[src/vn2d_pkg.sv]
// ---------------------------------------------------------------------------
// vn2d_pkg
// Types and constants shared by the 2D value noise pipeline.
// ---------------------------------------------------------------------------
package vn2d_pkg;

	// Default number of fraction bits in the input position
	localparam int FRAC_BITS_DEF = 16;

	// Register stages from input register to output register
	localparam int NUM_STAGES = 11;

	// Per-stage load enables
	typedef logic [NUM_STAGES:1] stage_en_t;

	// Q0.16 smoothed fraction, Q2.16 corner / result
	typedef logic [15:0]        frac_t;
	typedef logic signed [17:0] corner_t;

	// Lattice hash constants
	localparam logic [31:0] LAT_Y_STEP = 32'd57;
	localparam int          HASH_SHIFT = 13;
	localparam logic [31:0] HASH_MUL_A = 32'd15731;
	localparam logic [31:0] HASH_ADD_B = 32'd789221;
	localparam logic [31:0] HASH_ADD_C = 32'd1376312589;
	localparam logic [31:0] HASH_MASK  = 32'h7fff_ffff;

	// Corner order and their offsets from the base hash index (dx + 57*dy)
	localparam int CORNER_00 = 0;
	localparam int CORNER_10 = 1;
	localparam int CORNER_01 = 2;
	localparam int CORNER_11 = 3;
	localparam int NUM_CORNERS = 4;
	localparam logic [31:0] CORNER_OFF [NUM_CORNERS] = '{32'd0, 32'd1, 32'd57, 32'd58};

	// Fixed-point constants
	localparam corner_t     ONE_Q16  = 18'sd65536;
	localparam logic [17:0] THREE_Q16 = 18'd196608;

	// Legal result range
	localparam corner_t NOISE_MIN = -18'sd65535;
	localparam corner_t NOISE_MAX = 18'sd65536;

endpackage

[src/vn2d_hash.sv]
// ---------------------------------------------------------------------------
// vn2d_hash
// One corner lane: 32-bit integer lattice hash mapped to a Q2.16 value.
// ---------------------------------------------------------------------------
module vn2d_hash (
	input  logic                  clk,
	input  vn2d_pkg::stage_en_t   en,
	input  logic [31:0]           n,
	output vn2d_pkg::corner_t     corner
);

	logic [31:0] n_s3;
	logic [31:0] sq_s4;
	logic [31:0] n_s4;
	logic [31:0] p_s5;
	logic [31:0] n_s5;
	logic [31:0] h_s6;
	logic [31:0] sq;
	logic [31:0] p;
	logic [31:0] h;
	logic [31:0] hm;

	// n*n, then n*n*A + B, then n*(...), all wrapping at 32 bits
	assign sq = 32'(n_s3 * n_s3);
	assign p  = 32'(sq_s4 * vn2d_pkg::HASH_MUL_A) + vn2d_pkg::HASH_ADD_B;
	assign h  = 32'(n_s5 * p_s5);

	always_ff @(posedge clk) begin
		if (en[3]) begin
			n_s3 <= n;
		end
		if (en[4]) begin
			sq_s4 <= sq;
			n_s4  <= n_s3;
		end
		if (en[5]) begin
			p_s5 <= p;
			n_s5 <= n_s4;
		end
		if (en[6]) begin
			h_s6 <= h;
		end
	end

	// Final offset and mask, then 1 - h/2^30 in Q2.16
	assign hm     = (h_s6 + vn2d_pkg::HASH_ADD_C) & vn2d_pkg::HASH_MASK;
	assign corner = vn2d_pkg::ONE_Q16 - $signed({1'b0, hm[30:14]});

endmodule

[config.mk]
export PLATFORM = sky130hd
export DESIGN_NAME = vn2d_hash
export DESIGN_NICKNAME = d
export VERILOG_FILES = /design/src/vn2d_pkg.sv /design/src/vn2d_hash.sv
export SDC_FILE = /design/constraint.sdc
export NUM_CORES = 2
export LEC_CHECK = 0
export BUFFER_PORTS_ARGS = -buffer_cell sky130_fd_sc_hd__buf_2
export CAP_MARGIN = 40
export CORE_ASPECT_RATIO = 2
export CORE_MARGIN = 4
export CORE_UTILIZATION = 60
export DETAILED_ROUTE_END_ITERATION = 7
export GPL_TIMING_DRIVEN = 0
export PLACE_DENSITY = 0.88
export SLEW_MARGIN = 25
export SYNTH_ARGS = -nofsm -noshare
export SYNTH_HDL_FRONTEND = slang
export SYNTH_SLANG_ARGS = --single-unit
[constraint.sdc]
create_clock -name clk -period 6.5 [get_ports clk]
set_clock_uncertainty 0.05 [all_clocks]
set_input_delay 0.325 -clock clk [delete_from_list [all_inputs] [get_ports clk]]
set_output_delay 0.325 -clock clk [all_outputs]
set_load 0.005 [all_outputs]
# Word-level counts from Yosys, hierarchy flattened

Index checks and enable logic that the tools add are counted.

Add/sub/neg operators: 3
Multipliers: 3
Divide/modulo/power cells: 0
Order comparisons: 0
Eq/ne operators: 0
Shift operators: 0
Mux-type cells: 0
Bitwise logic cells: 0
Reduce and logical (&&, ||, !) cells: 0

Operator list:

| operator                                                              | count |
|---|---|
| 32-bit by 20-bit adder with 32-bit output, second input constant      | 1 |
| 32-bit by 14-bit multiplier with 32-bit output, second input constant | 1 |
| 32-bit by 32-bit multiplier with 31-bit output                        | 1 |
| 32-bit by 32-bit multiplier with 32-bit output                        | 1 |
| 31-bit adder, second input constant                                   | 1 |
| 17-bit by 17-bit subtractor with 18-bit output, first input constant  | 1 |

Register bits: 191
Latch bits: 0
RAM bits: 0
Memory bits (read-only): 0
Input port bits: 44
Output and inout port bits: 18
Word-level logic and storage cells: 12
Memories: 0

# Longest topological paths before layout

Word-level depth: 2
Depth in mapped cells: 28
Mapped depth without buffers: 25

# Least setup slack after synthesis

OpenSTA, ideal clock, no wires.

Path kind: register to register
Start: register n_s3[11]
End: register sq_s4[27] (data pin)
Library setup time: 0.259 ns
Arrival time: 6.615 ns
Required time: 6.191 ns
Slack: -0.425 ns
Stages on the path, launching flop included: 25
Buffers on the path: 2
Clock period less this slack: 6.925 ns
Cell sequence: edfxtp_1 > clkbuf_1 > clkbuf_1 > nand2_1 > fa_1 > inv_1 > fa_1 > fa_1 > inv_1 > fa_1 > inv_1 > fa_1 > inv_1 > fa_1 > inv_1 > fa_1 > fa_1 > ha_1 > a21oi_1 > nor2b_1 > o21a_1 > a211o_1 > a311o_1 > a21oi_1 > xnor2_1

Longest elaborated chain between the ends: 1

RTL lines:

| element                                        | line            | RTL |
|---|---|---|
| from (decl)                                    | vn2d_hash.sv:12 | `logic [31:0] n_s3;` |
| from (signal assigned)                         | vn2d_hash.sv:30 | `n_s3 <= n;` |
| 32-bit by 32-bit multiplier with 32-bit output | vn2d_hash.sv:24 | `assign sq = 32'(n_s3 * n_s3);` |
| via sq[27]                                     | vn2d_hash.sv:18 | `logic [31:0] sq;` |
| to (signal assigned)                           | vn2d_hash.sv:33 | `sq_s4 <= sq;` |
| to (decl)                                      | vn2d_hash.sv:13 | `logic [31:0] sq_s4;` |

The timed path passes the listed nets, and every way through them passes these cells.
A chain may end at the register's enable or synchronous reset.

# Final worst setup path

Start: register n_s3[8]
End: register sq_s4[29] (data pin)

The elaborated chain is that of the path after synthesis.

==> results.json <==
{
  "worst_slew_pin_slew_ns": 0.8859,
  "hpwl_um": 104800,
  "ys_seq_area_share_pct": 13.87,
  "port_buffers": 53,
  "cp.required_ns": 6.70,
  "synth_cell_types": 66,
  "cp_slowest_cell": "fa_1",
  "root_buffer": "clkbuf_16",
  "initial_core_util_pct": 60.42,
  "syn_to_final_growth_pct": 16.35,
  "max_stage_delay_ns": 0.78,
  "fin_tns_setup_ns": -16.26,
  "grt_max_degree": 62,
  "path_cells": "buf_6 > buf_12 > clkinvlp_4 > nor2_1 > fa_2 > fa_1 > fa_1 > inv_1 > fa_1 > inv_1 > fa_1 > ha_1 > fa_1 > fa_2 > ha_4 > o21ai_0 > nand2b_1 > nand4_1 > a21oi_2 > o221ai_4 > a2111oi_4 > a31oi_1 > xnor2_1",
  "grt_pass1_wl_um": 211700,
  "syn_area_per_cell_um2": 10.27,
  "worst_hold_slack_ns": 0.02474,
  "clockBufferDepth": 2,
  "ys_seq_elements": 183,
  "status": "complete, but fails checks",
  "vias": 31427,
  "drv_slew": 0,
  "path_class": "flip-flop to flip-flop",
  "drive_above_1_share_pct": 16.70,
  "rows": 133,
  "fmax_mhz": 135.0,
  "postSynth.asyncResetShare_pct": 0,
  "finalHoldViolations": 0,
  "grtUsageTotal_pct": 42.17,
  "die_h_um": 371.4,
  "synth_cells": 3857,
  "core_um2": 65570,
  "die_w_um": 189.7,
  "cts.clk_slew.worst_paths_ns": 0.09,
  "setup_violations": 30,
  "finalCritPeriodShare_pct": 113.9,
  "drt_first_iter_violations": 3266,
  "synth_area_um2": 39610,
  "wire_per_inst_um": 29.18,
  "violations": "DRC, setup timing",
  "period_needed_ns": 7.405,
  "drt.antenna.violating_nets": 0,
  "finalWorstSetupSlack_ns": -0.9047,
  "cts.sinks": 183,
  "cts_max_level": 4,
  "cts_buffers": 17,
  "die-area_um2": 70440,
  "grt_overflow": 0,
  "hold_path_class": "primary input to flip-flop",
  "drtPass1Iterations": 8,
  "synthFlopType": "edfxtp_1",
  "grt_pass1_vias": 34922,
  "viasPerCell": 6.197,
  "drcViolationCount": 12,
  "cp_max_fo": 4,
  "cts_tree": "built",
  "cp.arrival_ns": 7.61,
  "slew_headroom_pct": 40.94,
  "layout.nets": 5456,
  "critPathLaunchType": "flip-flop",
  "rsz0062_at_grt": "yes",
  "end_kind": "flip-flop",
  "fillers": 4371,
  "grt_antenna_before_repair": 18,
  "cpMostUsedCell": "fa_1",
  "routed_wl_um": 147900,
  "drv_cap": 0,
  "synth_edf_count": 183,
  "place.gp.congestion": 1.141,
  "io_pins": 62,
  "clk_latency_ns": 0.52,
  "yosysWarnings": 0
}
-- worst max-delay path, delay by kind of cell, from the launching register on --
family                     cells  cell delay (ns)
buffers and inverters          5             0.69
xor gates and xnor gates       1             0.17
and+or+nand+nor                3             0.48
adders and majority gates      9             4.29
DFF                            1             0.50
AOI/OAI and AO/OA              5             0.97
-- Yosys cell counts (all sizes together), types with 2 or more instances --
cell type,instances,area [um2]
a41oi,2,17.52
o2111a,2,22.52
edfxtp,183,5495
o21a,16,120.1
xor2,52,455.4
nor3,27,140.1
and3,11,68.82
nor2b,15,93.84
o211ai,6,45.04
xnor2,151,1323
o21ai,33,165.2
a21oi,57,285.3
a31o,5,43.79
nor2,64,240.2
o311ai,2,17.52
nand3,12,60.06
o2111ai,2,17.52
nand2,336,1261
a21boi,3,22.52
o31a,2,17.52
or2,5,31.28
mux2i,5,50.05
nand4,7,43.79
conb,2,7.510
a2111oi,6,83.84
clkbuf,114,427.9
o41ai,3,26.28
a211o,5,43.79
and2,391,2446
a311o,2,20.02
o311a,2,20.02
o31ai,4,30.03
inv,980,3679
or3,8,50.05
ha,393,4917
a221oi,2,17.52
a31oi,9,56.30
a211oi,16,137.6
nand2b,9,56.30
o2bb2ai,3,26.28
nor4,4,25.02
o21bai,13,97.59
a21o,26,202.7
fa,853,17080
-- cells in the final DEF (no fill, tap or decap), types with 57 or more instances in the layout --
master	netlist	routed
and2_1	391	360
buf_4	0	158
buf_6	0	57
edfxtp_1	183	183
fa_1	853	776
fa_2	0	77
ha_1	393	348
inv_1	980	952
nand2_1	336	308
xnor2_1	151	146
-- sequential cells by signal (all words and copies together), names as in the netlist --
signal  cells
h_s6       31
n_s3       31
n_s5       31
n_s4       30
p_s5       30
sq_s4      30
-- repair_timing --
item / in CTS / in global routing
buffers inserted: 151 / 59
endpoints found under the hold margin: 23 / 0
setup endpoints to repair: 45 / 38
hold buffers: 23 / 0
pin swaps: 153 / 153
gates cloned: 3 / 0
gates resized for setup: 344 / 226
-- per-stage QoR --
step	cell area, um2	worst slack (ns)	instances	util [%]
after global routing	46060	-1.096	5061	70.25
after global placement	41240	-1.704	4789	62.90
after CTS	44820	-0.4839	5003	68.36
after detailed placement	41450	-1.531	4806	63.22
final	46090	-0.9047	5071	70.29
after floorplan	39880	-0.09061	3859	-
-- layout make-up --
class | count | area (um2) | share of cell area [%]
diodes | 15 | 37.54 | 0.08145
plain buffers | 98 | 928.4 | 2.014
clock buffers | 17 | 425.4 | 0.9231
clock inverters | 15 | 210.2 | 0.4561
inverters | 980 | 3690 | 8.006
multi-input cells | 2582 | 31550 | 68.47
flip-flops and latches | 183 | 5495 | 11.92
well taps | 877 | 1097 | 2.381
repair buffers | 304 | 2649 | 5.747
-- kinds of logic (layout without fill, tap and decap cells) --
logic type                 Yosys count  count (layout)  share of synthesized area (%)
other                                2              19                        0.01896
xor gates and xnor gates           203             203                          4.488
DFF                                183             183                          13.87
muxes                                5               5                         0.1264
buffers and inverters             1094            1414                          10.37
adders and majority gates         1246            1246                          55.52
AOI/OAI and AO/OA                  232             232                          4.138
and+or+nand+nor                    892             892                          11.47
-- routing by layer --
layer | global-route usage, % | part of all wire [%] | vias to the layer above
met5 | 0 | 0.15 | -
met4 | 49.00 | 16 | 12
met3 | 14.90 | 9.8 | 1348
met2 | 70.35 | 49 | 2424
met1 | 35.23 | 26 | 15459
li1 | - | - | 12184
-- worst paths after layout --
check	from	end	slack, ns	cells after the start
max	n_s3[8]	sq_s4[29]	-0.90	23
min	n[7]	n_s3[7]	0.02	1
max reg2reg	n_s3[8]	sq_s4[29]	-0.90	23
min reg2reg	n_s4[1]	n_s5[1]	0.37	0
Power is not shown: default switching activity piles up to over one toggle a cycle in this logic, so the estimate is an artifact.
