File: src/vn2d_pkg.sv
// ---------------------------------------------------------------------------
// vn2d_pkg
// Types and constants shared by the 2D value noise pipeline.
// ---------------------------------------------------------------------------
package vn2d_pkg;

	// Default number of fraction bits in the input position
	localparam int FRAC_BITS_DEF = 16;

	// Register stages from input register to output register
	localparam int NUM_STAGES = 11;

	// Per-stage load enables
	typedef logic [NUM_STAGES:1] stage_en_t;

	// Q0.16 smoothed fraction, Q2.16 corner / result
	typedef logic [15:0]        frac_t;
	typedef logic signed [17:0] corner_t;

	// Lattice hash constants
	localparam logic [31:0] LAT_Y_STEP = 32'd57;
	localparam int          HASH_SHIFT = 13;
	localparam logic [31:0] HASH_MUL_A = 32'd15731;
	localparam logic [31:0] HASH_ADD_B = 32'd789221;
	localparam logic [31:0] HASH_ADD_C = 32'd1376312589;
	localparam logic [31:0] HASH_MASK  = 32'h7fff_ffff;

	// Corner order and their offsets from the base hash index (dx + 57*dy)
	localparam int CORNER_00 = 0;
	localparam int CORNER_10 = 1;
	localparam int CORNER_01 = 2;
	localparam int CORNER_11 = 3;
	localparam int NUM_CORNERS = 4;
	localparam logic [31:0] CORNER_OFF [NUM_CORNERS] = '{32'd0, 32'd1, 32'd57, 32'd58};

	// Fixed-point constants
	localparam corner_t     ONE_Q16  = 18'sd65536;
	localparam logic [17:0] THREE_Q16 = 18'd196608;

	// Legal result range
	localparam corner_t NOISE_MIN = -18'sd65535;
	localparam corner_t NOISE_MAX = 18'sd65536;

endpackage

File: src/vn2d_blend.sv
// ---------------------------------------------------------------------------
// vn2d_blend
// Bilinear blend of four corners over stages 7 to 11, x first, then y.
// ---------------------------------------------------------------------------
module vn2d_blend (
	input  logic                  clk,
	input  vn2d_pkg::stage_en_t   en,
	input  vn2d_pkg::corner_t     c00,
	input  vn2d_pkg::corner_t     c10,
	input  vn2d_pkg::corner_t     c01,
	input  vn2d_pkg::corner_t     c11,
	input  vn2d_pkg::frac_t       su,
	input  vn2d_pkg::frac_t       sv,
	output vn2d_pkg::corner_t     noise_value
);

	logic signed [17:0] c00_s7, c01_s7;
	logic signed [18:0] d0_s7, d1_s7;
	logic [15:0]        su_s7, sv_s7;
	logic signed [35:0] prod0_s8, prod1_s8;
	logic signed [17:0] c00_s8, c01_s8;
	logic [15:0]        sv_s8;
	logic signed [17:0] r0_s9;
	logic signed [18:0] dr_s9;
	logic [15:0]        sv_s9;
	logic signed [35:0] prod_s10;
	logic signed [17:0] r0_s10;
	logic signed [17:0] noise_s11;

	logic signed [18:0] d0, d1;
	logic signed [35:0] prod0, prod1, prod;
	logic signed [19:0] r0_w, r1_w, r_w;
	logic signed [18:0] dr;

	// Corner differences along x
	assign d0 = $signed({c10[17], c10}) - $signed({c00[17], c00});
	assign d1 = $signed({c11[17], c11}) - $signed({c01[17], c01});

	// Scale by the x weight
	assign prod0 = d0_s7 * $signed({1'b0, su_s7});
	assign prod1 = d1_s7 * $signed({1'b0, su_s7});

	// Add floor of the scaled difference; the blend stays within its endpoints
	assign r0_w = $signed({{2{c00_s8[17]}}, c00_s8}) + prod0_s8[35:16];
	assign r1_w = $signed({{2{c01_s8[17]}}, c01_s8}) + prod1_s8[35:16];
	assign dr   = $signed({r1_w[17], r1_w[17:0]}) - $signed({r0_w[17], r0_w[17:0]});

	// Blend along y
	assign prod = dr_s9 * $signed({1'b0, sv_s9});
	assign r_w  = $signed({{2{r0_s10[17]}}, r0_s10}) + prod_s10[35:16];

	always_ff @(posedge clk) begin
		if (en[7]) begin
			c00_s7 <= c00;
			c01_s7 <= c01;
			d0_s7  <= d0;
			d1_s7  <= d1;
			su_s7  <= su;
			sv_s7  <= sv;
		end
		if (en[8]) begin
			prod0_s8 <= prod0;
			prod1_s8 <= prod1;
			c00_s8   <= c00_s7;
			c01_s8   <= c01_s7;
			sv_s8    <= sv_s7;
		end
		if (en[9]) begin
			r0_s9 <= r0_w[17:0];
			dr_s9 <= dr;
			sv_s9 <= sv_s8;
		end
		if (en[10]) begin
			prod_s10 <= prod;
			r0_s10   <= r0_s9;
		end
		if (en[11]) begin
			noise_s11 <= r_w[17:0];
		end
	end

	assign noise_value = noise_s11;

endmodule

File: config.mk
export PLATFORM = sky130hd
export DESIGN_NAME = vn2d_blend
export DESIGN_NICKNAME = d
export VERILOG_FILES = /design/src/vn2d_pkg.sv /design/src/vn2d_blend.sv
export SDC_FILE = /design/constraint.sdc
export NUM_CORES = 2
export LEC_CHECK = 0
export BUFFER_PORTS_ARGS = -buffer_cell sky130_fd_sc_hd__clkbuf_2
export CAP_MARGIN = 20
export CORE_ASPECT_RATIO = 1.1
export CORE_UTILIZATION = 40
export DETAILED_ROUTE_END_ITERATION = 8
export PLACE_DENSITY_LB_ADDON = 0.15
export SLEW_MARGIN = 5
export SYNTH_ARGS = -nofsm -noshare
export SYNTH_HDL_FRONTEND = slang
export SYNTH_SLANG_ARGS = --single-unit
File: constraint.sdc
create_clock -name clk -period 19.4 [get_ports clk]
set_input_delay 1.94 -clock clk [delete_from_list [all_inputs] [get_ports clk]]
set_output_delay 1.94 -clock clk [all_outputs]
set_load 0.01 [all_outputs]
### Word-level counts from Yosys, hierarchy flattened

Index checks and enable logic that the tools add are counted.

* register bits after elaboration: 349
* input bits: 116
* output and inout port bits: 18
* logic and storage cells: 26

* add/sub/neg operators: 6
* multipliers: 3

Operators with widths (number)
* $mul A19 B17 Y34: 3
* $sub A18 B18 Y19: 3
* $add A18 B18 Y18: 3

### Logic depth before layout (Yosys ltp)

* depth after elaboration: 2
* depth in mapped cells: 26
* gate-level depth less buffers: 24

### Least setup slack after synthesis

Ideal clock, no wire load.

* kind: reg2reg
* start: register su_s7[2]
* end: register prod1_s8[33], data pin
* setup time: 260 ps
* arrival time: 6381 ps
* required time: 19140 ps
* setup slack: 12759 ps
* stages on the path, launching flop included: 24
* buffers on the path: 2
* period minus slack after synthesis: 6641 ps
* cell sequence: edfxtp_1 clkbuf_1 clkbuf_1 nand2_1 fa_1 fa_1 fa_1 fa_1 inv_1 fa_1 inv_1 fa_1 inv_1 ha_1 a2111oi_4 o21ai_1 o211a_1 a211o_1 a22oi_1 o211ai_1 a2111oi_2 o31ai_1 a21oi_2 xnor2_1

* word-level cells in the longest chain between the ends: 1

RTL lines
* from (decl): RTL line vn2d_blend.sv:19 `logic [15:0] su_s7, sv_s7;`
* from (signal assigned): RTL line vn2d_blend.sv:58 `su_s7 <= su;`
* $mul A19 B17 Y34: RTL line vn2d_blend.sv:41 `assign prod1 = d1_s7 * $signed({1'b0, su_s7});`
* via prod1[33]: RTL line vn2d_blend.sv:31 `logic signed [35:0] prod0, prod1, prod;`
* to (signal assigned): RTL line vn2d_blend.sv:63 `prod1_s8 <= prod1;`
* to (decl): RTL line vn2d_blend.sv:20 `logic signed [35:0] prod0_s8, prod1_s8;`

The timed path passes the listed nets, and every way through them passes these cells.
A chain may end at the register's enable or synchronous reset.

### Worst setup path after layout

Same ends and word-level chain as after synthesis.

==> impl_metrics.json <==
{
  "synth_edf_count": 301,
  "finalCritPeriodShare_pct": 38.8,
  "io_pins": 134,
  "synth_top_family_by_area": "adder cells",
  "hp-start": "c01_s7[12]",
  "wl_met2_um": 54400,
  "die_x_um": 323,
  "final_cell_mix": "inv_1 (1,176), fa_1 (885), nand2_1 (583), and2_1 (366), ha_1 (357)",
  "grt_pass1_wl_um": 178000,
  "cp.arrival_ns": 7.89,
  "synthMuxAreaShare_pct": 0.0220,
  "hold_buffers": 0,
  "die_y_um": 355,
  "cts_resized": 0,
  "final_common_cell": "inv_1",
  "fill_cells": 11000,
  "crit_top_cell": "fa_1",
  "synth.top_cell.area_share_pct": 39.0,
  "synthesis.area_mm2": 0.0454,
  "grt_max_degree": 63,
  "globalRoute.totalOverflow": 0,
  "worstSkewPairLatency_ns": 0.63,
  "min_path_cells": 0,
  "yosys.cell_types.count": 62,
  "clockBufferDepth": 3,
  "cts_tree": "built",
  "drive_above_1_share_pct": 5.15,
  "period_needed_ns": 7.53,
  "synth-compound-area-share_pct": 4.25,
  "synthTopCellsByArea": "fa_1 (39%), edfxtp_1 (20%), ha_1 (9.8%)",
  "maxCapViolCount": 0,
  "port-buffer-count": 127,
  "wl_met3_um": 5660,
  "fin_cells": 6126,
  "cts_max_level": 2,
  "initial_core_util_pct": 40.4,
  "status": "completed",
  "cts.reportedPaths.clkPinSlew_ns": 0.06,
  "drcViolationCount": 0,
  "antenna_cells": 0,
  "finalNetCount": 5947,
  "syn_inst": 4532,
  "ys_async_sr_fraction_pct": 0,
  "cts_root_buf": "clkbuf_16",
  "avgViaCountPerCell": 4.81,
  "yosysWarnings": 0,
  "yosys.area_share.simple_pct": 12.7,
  "synthAdderAreaFrac_pct": 48.8,
  "drv_slew": 0,
  "endpoint_kind": "flip-flop",
  "r2r_start": "su_s7[2]",
  "ys_seq_area_share_pct": 19.9,
  "ys_ff_latch": 301,
  "design.core.area_mm2": 0.112,
  "dr.max_layer_used": "met5",
  "worst_pin_slew_ns": 0.933,
  "hold_viol": 0,
  "grt_usage_pct": 20.3,
  "critical_path.max_stage_delay_ns": 0.60,
  "synth_largest_area_cell": "fa_1",
  "post_drt_wl_per_cell_um": 18.2,
  "cts_setup_buffers": 0,
  "die-area_mm2": 0.115,
  "drt-met1-wl_um": 48300,
  "crit_path_cell_trace": "buf_4 > nand2_1 > fa_1 > fa_1 > fa_1 > fa_1 > inv_1 > fa_1 > inv_1 > fa_1 > inv_1 > ha_1 > a2111oi_4 > o21ai_1 > o211a_1 > a211o_1 > a22oi_1 > o211ai_1 > a2111oi_2 > o31ai_1 > a21oi_2 > xnor2_1",
  "clock_skew_ns": 0.0419,
  "relSlewSlack_pct": 37.8,
  "synth_ff_type": "edfxtp_1",
  "hold_class": "reg2reg",
  "syn_area_per_cell_um2": 10.0,
  "wirelength_um": 111000,
  "num_vias": 29500,
  "start_kind": "flip-flop",
  "place_area_mm2": 0.0477,
  "cts_sinks": 301,
  "dp.cells": 6054,
  "crit_type": "reg2reg",
  "syn_nets": 5890,
  "first_global_vias": 31600,
  "globalplace.congestion": 0.829,
  "cts_inserted_buffers": 39,
  "path_max_fanout": 38,
  "drt_iter0_markers": 1455,
  "rows": 129,
  "area_delta_synth_final_pct": 7.74,
  "fmax_ghz": 0.133,
  "setup_viol": 0,
  "final_area_mm2": 0.0489,
  "dpl.hpwl_um": 85900,
  "worstPathRequired_ns": 19.76,
  "rr_worst_depth": 22,
  "rsz0062_at_grt": "no",
  "firstDrtPassIters": 5,
  "cpMaxStageDelayCell": "fa_1",
  "ant_nets": 0,
  "tns_ns": 0,
  "yosys.area_share.xor_xnor_pct": 3.34,
  "crit_start": "su_s7[2]",
  "antenna_found_initial": 4
}
==> cell families after synthesis <==
kind of cell / Yosys count
buffers and inverters: 1326
adder cells (fa/ha/maj): 1242
AND/OR/NAND/NOR: 1206
flip-flops: 301
AO/OA/AOI/OAI: 283
XOR/XNOR: 173
multiplexers: 1
==> synthesized netlist by cell type (3+ instances only) <==
cell type,instances
xor2_1,47
a22oi_1,3
ha_1,357
and3_1,19
nor2b_1,30
o2111ai_1,4
o21ba_2,3
a211o_1,4
nor3_1,31
nand2b_1,7
a21o_1,44
a2111oi_0,3
o21bai_1,9
a211oi_1,10
inv_1,1176
nand4_1,6
o41ai_1,4
clkbuf_1,149
a21boi_0,13
xnor2_1,126
o211ai_1,10
o21a_1,16
edfxtp_1,301
a31oi_1,12
and4_1,4
o31ai_1,7
o21ai_0,47
nand2_1,583
a41o_1,4
or4_1,3
nor2_1,105
o211a_1,3
fa_1,885
a21oi_1,64
and2_1,366
or2_2,3
nand3_1,32
or3_1,7
a31o_2,4
==> per-layer routing <==
metal | GRT usage (%) | up-vias
met5 | 0 | -
met4 | 5.74 | 2
met3 | 3.27 | 144
met2 | 34.7 | 584
met1 | 26.6 | 15100
li1 | - | 13700
==> registers in the layout, indices dropped and copies added, names as in the netlist <==
name and flops:
dr_s9 19, prod1_s8 18, c00_s8 18, c01_s8 18
su_s7 16, sv_s7 16, c00_s7 18, r0_s9 18
noise_value 18, prod0_s8 18, sv_s9 16, prod_s10 18
d1_s7 19, r0_s10 18, d0_s7 19, sv_s8 16
c01_s7 18
==> worst max-delay path, delay by kind of cell (launching register included) <==
| family | cells | cell delay [ns] |
|---|---|---|
| and+or+nand+nor | 1 | 0.15 |
| DFF | 1 | 0.32 |
| xor gates and xnor gates | 1 | 0.07 |
| AOI/OAI and AO/OA | 9 | 2.67 |
| adders and majority gates | 7 | 3.44 |
| buffers and inverters | 4 | 0.60 |
==> stage by stage <==
step                hold WS [ns]  setup slack [ns]  util (%)
global placement           0.402             11.88      42.4
global route               0.422             11.47      43.5
finish                     0.417             11.87      43.5
CTS                        0.419             11.83      43.5
detailed placement         0.405             11.89      42.4
floorplan                  0.400             12.76         -
==> layout make-up <==
class,count,area [µm²],share of cell area [%]
sequential,301,9040,18.5
timing repair buffer,166,937,1.91
multi-input combinational,2905,31400,64.2
inverter,1176,4410,9.02
tap,1506,1880,3.85
clock inverter,25,254,0.519
clock buffer,47,1010,2.06
==> final timing paths <==
kind             endpoint  slack, ns
min            c01_s8[12]       0.42
max reg2reg  prod1_s8[33]      11.87
min reg2reg    c01_s8[12]       0.42
max          prod1_s8[33]      11.87
Power is left out: the tool's default activity adds up to more than one toggle a clock period on the data nets, which glitch-free logic cannot reach.
