===== config.mk =====
export PLATFORM = sky130hd
export DESIGN_NAME = vn2d_smooth
export DESIGN_NICKNAME = d
export VERILOG_FILES = /design/src/vn2d_pkg.sv /design/src/vn2d_smooth.sv
export SDC_FILE = /design/constraint.sdc
export NUM_CORES = 1
export LEC_CHECK = 0
export BUFFER_PORTS_ARGS = -buffer_cell sky130_fd_sc_hd__buf_2
export CAP_MARGIN = 20
export CORE_MARGIN = 2
export CORE_UTILIZATION = 70
export DETAILED_ROUTE_END_ITERATION = 8
export PLACE_DENSITY = 0.88
export SLEW_MARGIN = 15
export SYNTH_ARGS = -nofsm -noshare
export SYNTH_HDL_FRONTEND = slang
export SYNTH_SLANG_ARGS = --single-unit

===== constraint.sdc =====
create_clock -name clk -period 17.3 [get_ports clk]
set_input_delay 4.325 -clock clk [delete_from_list [all_inputs] [get_ports clk]]
set_output_delay 4.325 -clock clk [all_outputs]
set_load 0.02 [all_outputs]

===== src/vn2d_pkg.sv =====
// ---------------------------------------------------------------------------
// vn2d_pkg
// Types and constants shared by the 2D value noise pipeline.
// ---------------------------------------------------------------------------
package vn2d_pkg;

	// Default number of fraction bits in the input position
	localparam int FRAC_BITS_DEF = 16;

	// Register stages from input register to output register
	localparam int NUM_STAGES = 11;

	// Per-stage load enables
	typedef logic [NUM_STAGES:1] stage_en_t;

	// Q0.16 smoothed fraction, Q2.16 corner / result
	typedef logic [15:0]        frac_t;
	typedef logic signed [17:0] corner_t;

	// Lattice hash constants
	localparam logic [31:0] LAT_Y_STEP = 32'd57;
	localparam int          HASH_SHIFT = 13;
	localparam logic [31:0] HASH_MUL_A = 32'd15731;
	localparam logic [31:0] HASH_ADD_B = 32'd789221;
	localparam logic [31:0] HASH_ADD_C = 32'd1376312589;
	localparam logic [31:0] HASH_MASK  = 32'h7fff_ffff;

	// Corner order and their offsets from the base hash index (dx + 57*dy)
	localparam int CORNER_00 = 0;
	localparam int CORNER_10 = 1;
	localparam int CORNER_01 = 2;
	localparam int CORNER_11 = 3;
	localparam int NUM_CORNERS = 4;
	localparam logic [31:0] CORNER_OFF [NUM_CORNERS] = '{32'd0, 32'd1, 32'd57, 32'd58};

	// Fixed-point constants
	localparam corner_t     ONE_Q16  = 18'sd65536;
	localparam logic [17:0] THREE_Q16 = 18'd196608;

	// Legal result range
	localparam corner_t NOISE_MIN = -18'sd65535;
	localparam corner_t NOISE_MAX = 18'sd65536;

endpackage


===== src/vn2d_smooth.sv =====
// ---------------------------------------------------------------------------
// vn2d_smooth
// Smoothstep 3f^2 - 2f^3 of a Q0.16 fraction over stages 2 to 4.
// ---------------------------------------------------------------------------
module vn2d_smooth (
	input  logic                  clk,
	input  vn2d_pkg::stage_en_t   en,
	input  vn2d_pkg::frac_t       frac,
	output vn2d_pkg::frac_t       smooth
);

	logic [15:0] f_s2;
	logic [15:0] f2_s3;
	logic [17:0] t_s3;
	logic [15:0] s_s4;
	logic [31:0] sq;
	logic [17:0] t;
	logic [33:0] prod;

	// f^2 and (3 - 2f), both Q16
	assign sq = f_s2 * f_s2;
	assign t  = vn2d_pkg::THREE_Q16 - {1'b0, f_s2, 1'b0};

	// f^2 * (3 - 2f), truncated back to Q0.16
	assign prod = f2_s3 * t_s3;

	always_ff @(posedge clk) begin
		if (en[2]) begin
			f_s2 <= frac;
		end
		if (en[3]) begin
			f2_s3 <= sq[31:16];
			t_s3  <= t;
		end
		if (en[4]) begin
			s_s4 <= prod[31:16];
		end
	end

	assign smooth = s_s4;

endmodule


== Word-level counts from Yosys, hierarchy flattened ==
Index checks and enable logic that the tools add are counted.
Widths: inputs -> output; s select.
Word-level totals
  bits in registers: 66
  output and inout port bits: 16
  logic and storage cells: 7
Cells by class
  add/sub/neg operators: 1
  multipliers: 2
Operator list (count)
  $mul 16x16->32: 1
  $mul 16x18->32: 1
  $sub 18x17->18 const A: 1

== Depth between registers and ports, before layout ==
Gate-level depths: netlist of the first run.
  depth in word-level cells: 1
  gate-level depth with buffers: 26
  depth with buffers taken out: 24

== Least setup slack after synthesis of the first run ==
OpenSTA, ideal clock, no wires.
  path type: register to register
  start point: reg f_s2[6]
  end point: reg f2_s3[14], data pin
  setup time: 258 ps
  arrival time: 6020 ps
  slack: 11023 ps
  cell stages (with the launch flop): 23
  clock period less this slack: 6277 ps
  cells stage by stage: edfxtp_1 -> clkbuf_1 -> clkbuf_1 -> nand2_1 -> fa_1 -> inv_1 -> fa_1 -> fa_1 -> fa_1 -> fa_1 -> inv_1 -> fa_1 -> inv_1 -> ha_1 -> a2111oi_2 -> o21ai_1 -> a41oi_2 -> o21ai_1 -> a21oi_2 -> o21ai_2 -> a211o_1 -> a21oi_2 -> xnor2_1
Between the ends
  longest elaborated chain between the ends: 1
RTL lines
  from (decl): line vn2d_smooth.sv:12  | logic [15:0] f_s2;
  from (signal assigned): line vn2d_smooth.sv:29  | f_s2 <= frac;
  $mul 16x16->32: line vn2d_smooth.sv:21  | assign sq = f_s2 * f_s2;
  net sq[30]: line vn2d_smooth.sv:16  | logic [31:0] sq;
  to (signal assigned): line vn2d_smooth.sv:32  | f2_s3 <= sq[31:16];
  to (decl): line vn2d_smooth.sv:13  | logic [15:0] f2_s3;
The timed path passes the listed nets, and every way through them passes these cells.
A chain may end at the register's enable or synchronous reset.

== Worst setup path after layout of the first run ==
Ends and elaborated chain as after synthesis.

==> flow_summary.yaml, run 1 <==
synthesis:
  avgSynthCellArea_um2: 9.639
  syn-cell-area_mm2: 0.01724
  netlist_instances: 1788
  synthDistinctLibCells: 51
  synth-main-ff-cell: "edfxtp_1"
  synth-edff-count: 65
  yosysTopAreaCellShare_pct: 42.86
  synth.top_cells.by_area: "fa_1, ha_1, edfxtp_1, inv_1, and2_1"
  ys_ff_latch: 65
  synth-seq-area-share_pct: 11.32
  yosysMostFrequentCell: "inv_1"
  yosysTopAreaCell: "fa_1"
  yosysWarningCount: 0
  syn_nets: 2377
  async_flop_share_pct: 0
  ys_top_cells_by_count: "inv_1, fa_1, nand2_1, ha_1, and2_1"
clocking:
  hold_buffers: 0
  cts_max_path_buffers: 2
  cts_tree: "done"
  cts_post_setup_buffers_inserted: 0
  clkSlewWorstSetupHoldPaths_ps: 60
  h-tree-depth: 3
  cts.sinks: 65
  cts-root-buf: "clkbuf_16"
  clock_latency_ps: 360
  ctsResizeCount: 0
  numCtsBuffers: 9
setup_path:
  crit_fanout: 21
  critPathKind: "flop to flop"
  path_delay_family: "adder cells"
  r2r_slack_ps: 10380
  reg2regPathDepth: 20
  r2r-end: "f2_s3[14]$_DFFE_PP_"
  path_buf_inv: 3
  crit_chain: "nand2_1 -> fa_1 -> inv_1 -> fa_1 -> fa_1 -> fa_1 -> fa_1 -> inv_1 -> fa_1 -> inv_1 -> ha_1 -> a2111oi_2 -> o21ai_1 -> a41oi_2 -> o21ai_1 -> a21oi_2 -> o21ai_2 -> a211o_1 -> a21oi_2 -> xnor2_1"
  crit_slowest_cell: "edfxtp_1"
  crit_cells: 20
  critPathMaxStageDelay_ps: 1030
  crit_arrival_ps: 7020
  rr_startpoint: "f_s2[6]$_DFFE_PP_"
  cp.required_ps: 17400
  startpoint_type: "flop"
  cp-end-kind: "flop"
  cpMostUsedCell: "fa_1"
run_status:
  status: "finished clean"
route:
  drc: 0
  vias: 12030
  drtAntennaViolNets: 0
  drt_iter0_drc: 773
  drt-total-wl_mm: 37.08
  first_pass_iters: 6
  post_drt_wl_per_cell_um: 17.61
  viasPerCell: 5.716
hold_path:
  hold_start: "f_s2[4]$_DFFE_PP_"
  hold_end: "t_s3[5]$_DFFE_PP_"
  min_path_type: "flop to flop"
  hold_depth: 2
floorplanning:
  num_io_pins: 44
  die_y_um: 160.9
  die_w_um: 160.9
  rows: 57
  die_area_mm2: 0.02589
  start_util_pct: 71.08
  core_area_mm2: 0.02425
timing:
  fin_crit_sh_pct: 39.97
  layout_min_cycle_time_ps: 6916
  finClkSkew_ps: 14.35
  setup_viol_count_final: 0
  fmax_ghz: 0.1446
  hold_viol: 0
  relSlewSlack_pct: 30.74
  slew_violations: 0
  tns_ps: 0
  rsz0062_at_grt: "no"
  tightestPinTransition_ps: 1039
cells_and_area:
  fin_nets: 2365
  drive_above_1_share_pct: 4.099
  fill_cells: 1579
  diodes: 0
  syn_to_final_growth_pct: 3.811
grt:
  grt_antenna_before_repair: 0
  track_usage_pct: 30.94
  grt_pass1_wl_mm: 63.45
  grt_pass1_vias: 13760
  grt_overflow_total: 0
  grt_max_degree: 34
place:
  dp_hpwl_mm: 28.67
  port_buffers: 35
  gp_congestion: 0.8954
run:
  drv_cap: 0
-- tightest hold or removal path, delay by kind of cell, from the launching register on --
kind | cells | cell delay (ps)
xor gates and xnor gates | 1 | 110
buffers and inverters | 1 | 310
DFF | 1 | 330
-- cell type report --
cell class,count,area (µm²),share of cell area (%)
multi-input cells,1192,13290,74.28
flip-flops and latches,65,1952,10.91
inverters,471,1768,9.881
well taps,324,405.4,2.266
clock buffers,9,225.2,1.259
repair buffers,37,190.2,1.063
clock inverters,7,61.31,0.3427
-- metrics by stage --
step | hold slack, ps | util [%] | instance area (µm²) | cells | setup WS [ps]
2_1_floorplan | 478.9 | - | 17240 | 1788 | 11020
3_3_place_gp | 874.1 | 72.61 | 17610 | 2089 | 10600
3_5_place_dp | 897.0 | 72.61 | 17610 | 2089 | 10450
4_1_cts | 915.6 | 73.79 | 17890 | 2105 | 10410
5_1_grt | 949.6 | 73.79 | 17890 | 2105 | 10100
6_report | 932.8 | 73.79 | 17890 | 2105 | 10380
-- worst max-delay path by stage --
stage	startpoint	to
floorplan	f_s2[6]$_DFFE_PP_	f2_s3[14]$_DFFE_PP_
global placement	f_s2[2]$_DFFE_PP_	f2_s3[14]$_DFFE_PP_
detailed placement	f_s2[2]$_DFFE_PP_	f2_s3[14]$_DFFE_PP_
CTS	f_s2[2]$_DFFE_PP_	f2_s3[14]$_DFFE_PP_
global route	f2_s3[1]$_DFFE_PP_	smooth[14]$_DFFE_PP_
finish	f_s2[6]$_DFFE_PP_	f2_s3[14]$_DFFE_PP_
-- registers in the layout, indices dropped and copies added (netlist names) --
register and cells:
t_s3 17, f2_s3 16, f_s2 16, smooth 16
-- metal layers --
layer  up-vias  wire, µm  GRT usage (%)
met4         0      1428          13.39
met3       153      2964          4.700
li1       5249         -              -
met1      6050     13450          37.97
met5         -         0              0
met2       581     19230          54.72
-- layout by cell type (no fill, tap or decap), types with 2 or more instances in the layout --
cell type,n
a21o_1,13
a21oi_1,19
a21oi_2,2
a22oi_1,2
and2_1,166
and3_1,4
buf_2,35
buf_4,2
clkbuf_16,9
clkinv_4,2
clkinvlp_4,2
edfxtp_1,65
fa_1,369
ha_1,192
inv_1,470
inv_6,2
nand2_1,225
nand3_1,14
nand4_1,5
nor2_1,49
nor2b_1,5
nor3_1,17
nor4_1,4
o211ai_1,2
o21a_1,6
o21ai_0,8
o21ai_1,2
o21ai_2,2
o21bai_1,2
or2_2,3
or3_1,4
xnor2_1,43
xor2_1,13
-- logic make-up (layout without fill, tap and decap cells) --
group,count (synthesis),after routing,synth area share [%]
compound gates,73,73,3.339
fa+ha+maj,561,561,56.80
buf+inv,531,524,11.56
mux,2,2,0.1234
flops,65,65,11.32
xor+xnor,56,56,2.846
simple gates,500,500,14.00
Power of run 1 is left out: the tool's default activity adds up to more than one toggle a clock period on the data nets, which glitch-free logic cannot reach.
==> run 2: changes to the inputs <==
--- a/config.mk
+++ b/config.mk
@@ -5,12 +5,13 @@
 export SDC_FILE = /design/constraint.sdc
 export NUM_CORES = 1
 export LEC_CHECK = 0
+export ABC_AREA = 1
 export BUFFER_PORTS_ARGS = -buffer_cell sky130_fd_sc_hd__buf_2
 export CAP_MARGIN = 20
 export CORE_MARGIN = 2
-export CORE_UTILIZATION = 70
+export CORE_UTILIZATION = 60
 export DETAILED_ROUTE_END_ITERATION = 8
-export PLACE_DENSITY = 0.88
+export PLACE_DENSITY = 0.8
 export SLEW_MARGIN = 15
 export SYNTH_ARGS = -nofsm -noshare
 export SYNTH_HDL_FRONTEND = slang
==> constraint.sdc (replaced) <==
create_clock -name clk -period 6.1 [get_ports clk]
set_input_delay 1.525 -clock clk [delete_from_list [all_inputs] [get_ports clk]]
set_output_delay 1.525 -clock clk [all_outputs]
set_load 0.02 [all_outputs]
==> flow_summary.yaml, run 2 <==
run_status:
  status: "finished clean"
setup_path:
  r2r_slack_ps: 260
  startpoint_type: "flop"
  critPathKind: "flop to flop"
  crit_arrival_ps: 5950
  cpMostUsedCell: "nand2_1"
  cp-end-kind: "flop"
  path_delay_family: "adder cells"
  crit_chain: "nand2_1 -> inv_1 -> ha_1 -> xor2_1 -> fa_1 -> fa_1 -> fa_1 -> fa_1 -> inv_1 -> fa_1 -> inv_1 -> ha_1 -> a21oi_1 -> o21ai_0 -> nand2_1 -> nand2_1 -> a21oi_1 -> nand2_1 -> nand2_1 -> nand2_1"
  r2r-end: "f2_s3[15]$_DFFE_PP_"
  critPathMaxStageDelay_ps: 840
  reg2regPathDepth: 20
  crit_fanout: 14
  rr_startpoint: "f_s2[7]$_DFFE_PP_"
  path_buf_inv: 3
  cp.required_ps: 6220
  crit_slowest_cell: "edfxtp_1"
timing:
  hold_viol: 0
  fmax_ghz: 0.1713
  layout_min_cycle_time_ps: 5837
  finClkSkew_ps: 12.65
  fin_crit_sh_pct: 95.69
  relSlewSlack_pct: 47.63
  tightestPinTransition_ps: 785.5
  slew_violations: 0
  setup_viol_count_final: 0
floorplanning:
  start_util_pct: 60.96
  rows: 65
  num_io_pins: 44
  die_y_um: 183.1
  die_area_mm2: 0.03351
  die_w_um: 183.1
  core_area_mm2: 0.03156
cells_and_area:
  largest_register_ffs: 17
  syn_to_final_growth_pct: 5.568
  fin_nets: 3065
  final_common_cell: "inv_1"
  instances_no_fill: 2883
  largest_register: "t_s3"
  drive_above_1_share_pct: 4.998
  layout_common_cells: "inv_1, nand2_1, fa_1"
  diodes: 0
clocking:
  clkSlewWorstSetupHoldPaths_ps: 70
  numCtsBuffers: 9
  cts.sinks: 65
  cts-root-buf: "clkbuf_16"
  cts_tree: "done"
  clock_latency_ps: 360
  cts_max_path_buffers: 2
  h-tree-depth: 3
synthesis:
  synth.top_cells.by_area: "fa_1, inv_1, nand2_1, ha_1, edfxtp_1"
  syn_nets: 3061
  yosysWarningCount: 0
  ys_top_cells_by_count: "inv_1, nand2_1, fa_1, ha_1, nor2_1"
  synthDistinctLibCells: 35
  avgSynthCellArea_um2: 7.782
  ys_ff_latch: 65
  yosysMostFrequentCell: "inv_1"
  netlist_instances: 2472
  syn-cell-area_mm2: 0.01924
  yosysTopAreaCellShare_pct: 38.40
  synth-edff-count: 65
  synth-seq-area-share_pct: 10.15
  yosysTopAreaCell: "fa_1"
  async_flop_share_pct: 0
  synth-main-ff-cell: "edfxtp_1"
run:
  drv_cap: 0
route:
  drc: 0
  drt_iter0_drc: 1103
  drtAntennaViolNets: 0
  post_drt_wl_per_cell_um: 15.12
  first_pass_iters: 5
  vias: 15050
  drt-total-wl_mm: 43.60
  viasPerCell: 5.221
grt:
  track_usage_pct: 28.48
  grt_max_degree: 34
  grt_pass1_vias: 16300
  grt_antenna_before_repair: 0
  grt_pass1_wl_mm: 75.94
  grt_overflow_total: 0
place:
  gp_congestion: 0.9008
  dp_hpwl_mm: 37.06
  port_buffers: 35
  placed_cells: 2856
hold_path:
  hold_depth: 1
  hold_end: "t_s3[1]$_DFFE_PP_"
  min_path_type: "flop to flop"
  hold_start: "f_s2[0]$_DFFE_PP_"
run 2: cell types whose count changed in the layout (fill, tap and decap cells not counted), moves of 39 or more:
cell	previous run	this run
a21oi_1	19	64
buf_4	2	49
inv_1	470	755
nor2_1	49	88
nand2_1	225	660
and2_1	166	2
run 2: metrics by stage:
step                      instance area (µm²)  setup TNS, ps  setup WS, ps  util, %  hold slack, ps
after floorplan                         19240              0         735.3        -           542.1
after global placement                  19840              0         432.5    62.89           800.5
after detailed placement                19840              0         268.7    62.89           819.4
after CTS                               20190              0         211.9    64.00           843.0
after global routing                    20310         -22.72        -21.65    64.35           865.2
final                                   20310              0         263.0    64.35           857.0
run 2: repair_timing:
action / CTS / global route
buffers inserted: 0 / 11
endpoints found under the setup margin: 0 / 10
gates resized for setup: 0 / 1
endpoints found under the hold margin: 0 / 0
hold buffers: 0 / 0
run 2: cell families after synthesis:
family                     share of synthesized area [%]
DFF                                                10.15
adders and majority gates                          50.89
buffers and inverters                              16.70
xor gates and xnor gates                           1.594
and+or+nand+nor                                    17.53
AOI/OAI and AO/OA                                  3.135
run 2: worst max-delay path by stage:
stage	from	slack, ps	endpoint	depth (start not counted)
after floorplan	f_s2[6]$_DFFE_PP_	740	f2_s3[15]$_DFFE_PP_	21
after global placement	f_s2[8]$_DFFE_PP_	430	f2_s3[6]$_DFFE_PP_	22
after detailed placement	t_s3[12]$_DFFE_PP_	270	smooth[13]$_DFFE_PP_	19
after CTS	t_s3[12]$_DFFE_PP_	210	smooth[13]$_DFFE_PP_	17
after global routing	f_s2[7]$_DFFE_PP_	-20	f2_s3[15]$_DFFE_PP_	20
final	f_s2[7]$_DFFE_PP_	260	f2_s3[15]$_DFFE_PP_	20
run 2: final cells by class:
cell class | count | area, µm²
Inverter | 757 | 2843
Clock inverter | 7 | 125.1
Fill cell | 2667 | 11250
Timing Repair Buffer | 86 | 583.1
Multi-Input combinational cell | 1557 | 14080
Clock buffer | 9 | 225.2
Tap cell | 402 | 503.0
Sequential cell | 65 | 1952
run 2: worst register-to-register path: cells and delay by family (launching register included):
family | cells | cell delay (ps)
buffers and inverters | 3 | 230
adders and majority gates | 7 | 3050
DFF | 1 | 840
xor gates and xnor gates | 1 | 240
and+or+nand+nor | 6 | 630
AOI/OAI and AO/OA | 3 | 630
run 2: metal layers:
layer / global-route usage (%) / vias up / wire, µm / part of all wire, %
met2: 49.27 / 553 / 21460 / 49
li1: - / 7070 / - / -
met3: 3.693 / 101 / 3139 / 7.2
met1: 36.98 / 7328 / 17570 / 40
met5: 0 / - / 0 / 0
met4: 10.27 / 0 / 1423 / 3.3
Power of run 2 is left out for the same reason.
